--- config.mk ---
export PLATFORM = sky130hd
export DESIGN_NAME = lpch_ctrl
export DESIGN_NICKNAME = d
export VERILOG_FILES = /design/src/design/lpch_pkg.sv /design/src/design/lpch_ctrl.sv
export SDC_FILE = /design/constraint.sdc
export NUM_CORES = 1
export LEC_CHECK = 0
export ABC_AREA = 1
export BUFFER_PORTS_ARGS = -buffer_cell sky130_fd_sc_hd__buf_2
export CAP_MARGIN = 40
export CORE_AREA = 5 5 42 44
export DETAILED_ROUTE_END_ITERATION = 8
export DIE_AREA = 0 0 47 49
export PLACE_DENSITY = 0.61
export SETUP_SLACK_MARGIN = 0.15
export SYNTH_ARGS = -nofsm -noshare
export SYNTH_HDL_FRONTEND = slang
export SYNTH_SLANG_ARGS = --single-unit
--- constraint.sdc ---
create_clock -name clk_i -period 1.2 [get_ports clk_i]
set_input_delay 0.12 -clock clk_i [delete_from_list [all_inputs] [get_ports clk_i]]
set_output_delay 0.12 -clock clk_i [all_outputs]
set_load 0.005 [all_outputs]
--- src/design/lpch_pkg.sv ---
`timescale 1ns / 1ps
// ----------------------------------------------------------------------------
// lpch_pkg
// Shared types and constants of the label pair conditional histogram.
// ----------------------------------------------------------------------------
package lpch_pkg;

  localparam int unsigned LabelBits  = 6;
  localparam int unsigned Labels     = 1 << LabelBits;
  localparam int unsigned AddrBits   = 2 * LabelBits;
  localparam int unsigned CountBits  = 24;
  localparam int unsigned ProbBits   = 17;
  localparam int unsigned FracBits   = 16;
  // one spare bit: a saturated pair count plus the rounding half can carry out
  localparam int unsigned NumBits    = CountBits + FracBits + 1;
  localparam int unsigned CfgBits    = 7;
  localparam int unsigned CfgIdxBits = 2;

  localparam logic [CountBits-1:0] CountMax = '1;
  localparam logic [ProbBits-1:0]  OneQ16   = ProbBits'(1) << FracBits;

  localparam logic [CfgIdxBits-1:0] RegLowClusters  = 2'd0;
  localparam logic [CfgIdxBits-1:0] RegHighClusters = 2'd1;
  localparam logic [CfgBits-1:0]    ClustersReset   = 7'd64;

  typedef enum logic [1:0] {
    ST_OK    = 2'd0,
    ST_RANGE = 2'd1,
    ST_EMPTY = 2'd2
  } status_e;

  localparam logic REQ_ACCUM = 1'b0;
  localparam logic REQ_READ  = 1'b1;

  typedef struct packed {
    logic    clr_en;
    logic    take_in;
    logic    rd_en;
    logic    wr_en;
    logic    div_start;
    logic    load_out;
    status_e kind;
  } lpch_cmd_t;

  typedef struct packed {
    logic clr_done;
    logic in_valid;
    logic in_range;
    logic is_read;
    logic row_zero;
    logic div_done;
    logic out_free;
  } lpch_stat_t;

endpackage

--- src/design/lpch_ctrl.sv ---
`timescale 1ns / 1ps
// ----------------------------------------------------------------------------
// lpch_ctrl
// Sequencer: clearing sweep, lookup, update or divide, result handoff.
// ----------------------------------------------------------------------------
module lpch_ctrl
  import lpch_pkg::*;
(
  input  logic       clk_i,
  input  logic       rst_ni,
  input  lpch_stat_t stat_i,
  output lpch_cmd_t  cmd_o,
  output logic       in_ready_o
);

  typedef enum logic [2:0] {
    S_CLEAR,
    S_IDLE,
    S_LOOKUP,
    S_CHECK,
    S_DIVIDE,
    S_RESULT
  } state_e;

  state_e  state_q, state_d;
  status_e kind_q, kind_d;

  always_comb begin
    state_d         = state_q;
    kind_d          = kind_q;
    cmd_o           = '0;
    cmd_o.kind      = kind_q;
    unique case (state_q)
      S_CLEAR: begin
        cmd_o.clr_en = 1'b1;
        if (stat_i.clr_done) state_d = S_IDLE;
      end
      S_IDLE: begin
        if (stat_i.in_valid) begin
          cmd_o.take_in = 1'b1;
          state_d       = S_LOOKUP;
        end
      end
      S_LOOKUP: begin
        if (!stat_i.in_range) begin
          kind_d  = ST_RANGE;
          state_d = S_RESULT;
        end else begin
          cmd_o.rd_en = 1'b1;
          state_d     = S_CHECK;
        end
      end
      S_CHECK: begin
        priority if (!stat_i.is_read) begin
          cmd_o.wr_en = 1'b1;
          state_d     = S_IDLE;
        end else if (stat_i.row_zero) begin
          kind_d  = ST_EMPTY;
          state_d = S_RESULT;
        end else begin
          cmd_o.div_start = 1'b1;
          state_d         = S_DIVIDE;
        end
      end
      S_DIVIDE: begin
        if (stat_i.div_done) begin
          kind_d  = ST_OK;
          state_d = S_RESULT;
        end
      end
      S_RESULT: begin
        if (stat_i.out_free) begin
          cmd_o.load_out = 1'b1;
          state_d        = S_IDLE;
        end
      end
      default: state_d = S_IDLE;
    endcase
  end

  always_ff @(posedge clk_i or negedge rst_ni) begin
    if (!rst_ni) begin
      state_q <= S_CLEAR;
      kind_q  <= ST_OK;
    end else begin
      state_q <= state_d;
      kind_q  <= kind_d;
    end
  end

  assign in_ready_o = (state_q == S_IDLE);

endmodule

== Word-level counts from Yosys, hierarchy flattened ==
Cells that the tools add are included.

* Eq/ne operators: 12
* Mux-type cells: 24
* Reduce and logical (&&, ||, !) cells: 4

{| class="wikitable"
|+ Operator list
! operator !! count
|-
| 2-to-1 mux 3 bit || 6
|-
| one-hot mux 3 bit (6 select lines) || 1
|-
| inequality test 2 bit (second input constant) || 7
|-
| 2-to-1 mux 1 bit || 11
|-
| 2-to-1 mux 2 bit || 5
|-
| == test 3 x 2 -> 1 bit (second input constant) || 2
|-
| == test 3 bit (second input constant) || 2
|-
| one-hot mux 2 bit (3 select lines) || 1
|-
| AND reduction 5 bit || 1
|-
| AND reduction 4 bit || 1
|-
| == test 3 x 1 -> 1 bit (second input constant) || 1
|-
| zero test 3 bit || 1
|-
| nonzero test 3 bit || 1
|}

* Register bits after elaboration: 5

== Depth between registers and ports, before layout ==
* Depth after elaboration: 3
* Mapped depth: 8
* Gate-level depth less buffers: 8

== Worst setup path after synthesis ==
Ideal clock, no wire load.

* Path type: register to register
* Start point: register state_q[1]
* End point: register state_q[1]
* Setup time: 119 ps
* Data arrival time: 970 ps
* Data required time: 1081 ps
* Setup slack: 111 ps
* Cell stages (with the launch flop): 6
* Path buffers: 0
* Clock period less this slack: 1089 ps
* Cells stage by stage: dfrtp_1 > nor2_1 > nand3_1 > o21ai_1 > nor2_2 > o21a_1

* Cells in the longest elaborated chain, start to end: 3

{| class="wikitable"
|+ Ends and longest elaborated chain
! what !! RTL line !! source
|-
| from (decl) || lpch_ctrl.sv:25 || <nowiki>state_e state_q, state_d;</nowiki>
|-
| from (signal assigned) || lpch_ctrl.sv:86 || <nowiki>state_q <= state_d;</nowiki>
|-
| == test 3 x 1 -> 1 bit, or another cell as far along || lpch_ctrl.sv:33 || <nowiki>unique case (state_q)</nowiki>
|-
| inequality test 2 bit (no source line) || - ||
|-
| AND reduction 4 bit (no source line) || - ||
|}

Parallel ways exist; a longest one is shown, timed or not.
A chain may end at the register's enable or synchronous reset.

==> flow_metrics.env <==
export IMPL_h_tree_depth=1
export IMPL_detailed_place_area_um2=487
export IMPL_syn_inst=60
export IMPL_tightest_slew_ps=195
export IMPL_ys_seq_elements=5
export IMPL_whs_ps=165
export IMPL_power_density_nw_per_um2=2170
export IMPL_drive_gt1_share_pct=56.0
export IMPL_synth_nets=69
export IMPL_die_w_um=47
export IMPL_drc=0
export IMPL_gr_usage_met2_pct=14.5
export IMPL_drtAntennaViolNets=0
export IMPL_grt_pass1_wl_um=1520
export IMPL_finalWorstSetupSlack_ps=-77.9
export IMPL_yosys_area_top_type="dfrtp_1"
export IMPL_violations="setup timing"
export IMPL_finalNetCount=101
export IMPL_maxSlewViolCount=0
export IMPL_dpl_hpwl_um=802
export IMPL_crit_required_ps=1080
export IMPL_numPortBuffers=17
export IMPL_grt_busiest_layer="met2"
export IMPL_clkSinkCount=5
export IMPL_ios=18
export IMPL_fin_area_um2=638
export IMPL_cp_max_fo=6
export IMPL_grt_max_degree=7
export IMPL_peakVddDrop_v=0.000894
export IMPL_start_util_pct=26.3
export IMPL_use_met1_pct=10.7
export IMPL_vias=461
export IMPL_routed_wl_um=1090
export IMPL_syn_to_final_growth_pct=73.5
export IMPL_crit_chain="inv_4, nand4_1, inv_1, buf_2"
export IMPL_hold_viol=0
export IMPL_path_buf_inv=3
export IMPL_grt_pass1_vias=404
export IMPL_cp_slowest_cell="dfrtp_2"
export IMPL_grt_use_total_pct=9.40
export IMPL_crit_path_start_kind="flip-flop"
export IMPL_min_delay_path_class="in -> reg"
export IMPL_coreArea_um2=1400
export IMPL_power_total_uw=1390
export IMPL_drv_cap=0
export IMPL_yosysSeqAreaShare_pct=34.0
export IMPL_num_rows=14
export IMPL_crit_type="reg -> out"
export IMPL_synth_top_area_share_pct=34.0
export IMPL_synth_cell_types=15
export IMPL_insertion_delay_ps=240
export IMPL_wl_per_cell_um=10.2
export IMPL_yosys_warnings=0
export IMPL_status="finished, violations left"
export IMPL_cts_root_buf="clkbuf_4"
export IMPL_period_needed_ps=1280
export IMPL_die_h_um=49
export IMPL_critPathTopFamily="flip-flops"
export IMPL_end_kind="output port"
export IMPL_die_area_um2=2300
export IMPL_gp_congestion=0.749
export IMPL_cellLeakagePower_uw=0.000383
export IMPL_slew_headroom_pct=86.9
export IMPL_rsz0062_at_grt="yes"
export IMPL_synth_top_cells_by_area="dfrtp_1 34%, nand2_1 21%, inv_1 11%"
export IMPL_final_cell_mix="16 x nand2_1, 16 x buf_2, 8 x inv_1, 8 x buf_4, 5 x nand2_2"
export IMPL_first_iter_violations=3
export IMPL_diodes=0
export IMPL_final_setup_viol_count=7
export IMPL_syn_area_per_cell_um2=6.13
export IMPL_gr_total_overflow=0
export IMPL_timing_final_crit_share_pct=106
export IMPL_place_inst=94
export IMPL_syn_area_um2=368
export IMPL_final_cells=107
export IMPL_first_pass_iters=3
export IMPL_fin_util_pct=45.5
export IMPL_viasPerCell=4.31
export IMPL_clk_transition_reported_paths_ps=40
export IMPL_fmax_mhz=783
export IMPL_worstPathArrival_ps=1160
export IMPL_antenna_found_initial=0
export IMPL_clock_skew_ps=1.47
export IMPL_ctsLongestPathBuffers=2
export IMPL_grt_use_met3_pct=1.11
export IMPL_slowest_delay_ps=450
export IMPL_numCtsBuffers=3
export IMPL_cts_tree="yes"
## flip-flops by register name (all words and copies together) (netlist names)
signal / flops
kind_q: 2
state_q: 3
## layout make-up
type | count | area (um2)
Fill cell | 150 | 763
Multi-Input combinational cell | 42 | 239
Timing Repair Buffer | 27 | 173
Sequential cell | 5 | 129
Inverter | 13 | 51.3
Clock buffer | 4 | 26.3
Tap cell | 16 | 20.0
## report_power, final
part	internal (uW)	switching (uW)	total, uW
sequential	251	78.5	329
clock	125	61.3	187
combinational	422	450	872
total	798	590	1390
## stage by stage
step / setup TNS (ps) / worst slack (ps)
finish: -147 / -77.9
detailed placement: 0 / 22.2
floorplan: 0 / 137
global route: -661 / -117
global placement: 0 / 12.3
CTS: -193 / -52.8
## worst paths after layout
path                               to  slack, ps  cells past startpoint        from
min in group asynchronous  state_q[0]        230                      2      rst_ni
min                        state_q[0]        170                      4   stat_i[5]
min reg2reg                 kind_q[1]        460                      2   kind_q[1]
max                          cmd_o[5]        -80                      4  state_q[2]
max reg2reg                state_q[1]        -20                      7  state_q[2]
max in group asynchronous  state_q[2]        820                      2      rst_ni
## worst min-delay path, cell delays in order
cell and delay, ps:
buf_2 70, inv_1 40, nand2_1 70, a31oi_1 60
## cells in the mapped netlist, drive strengths merged
cell type and n:
a21oi 1, nand4 2, a31oi 1, o21ai 1
dfrtp 5, nor2 7, inv 13, or2 1
o21a 1, nor4 1, nand3 6, nand2 21
## cell families after synthesis
| family | after synthesis | share of synthesized area (%) |
|---|---|---|
| compound gates | 4 | 6.46 |
| buf+inv | 13 | 13.3 |
| flops | 5 | 34.0 |
| simple gates | 38 | 46.3 |
## timing repair
item                       CTS  global route
gates cloned                 0             0
resized for setup            9            11
setup endpoints to repair   11            12
hold endpoints to repair     5             0
hold buffers                 1             0
buffers inserted             7             1
pin swaps                    4             7
## routing by layer
metal  part of all wire (%)  up-vias
met5                      0        -
met4                    3.1        0
met3                    6.4        4
met2                     50       12
met1                     40      199
li1                       -      246
(Power assumes the default switching activity.)
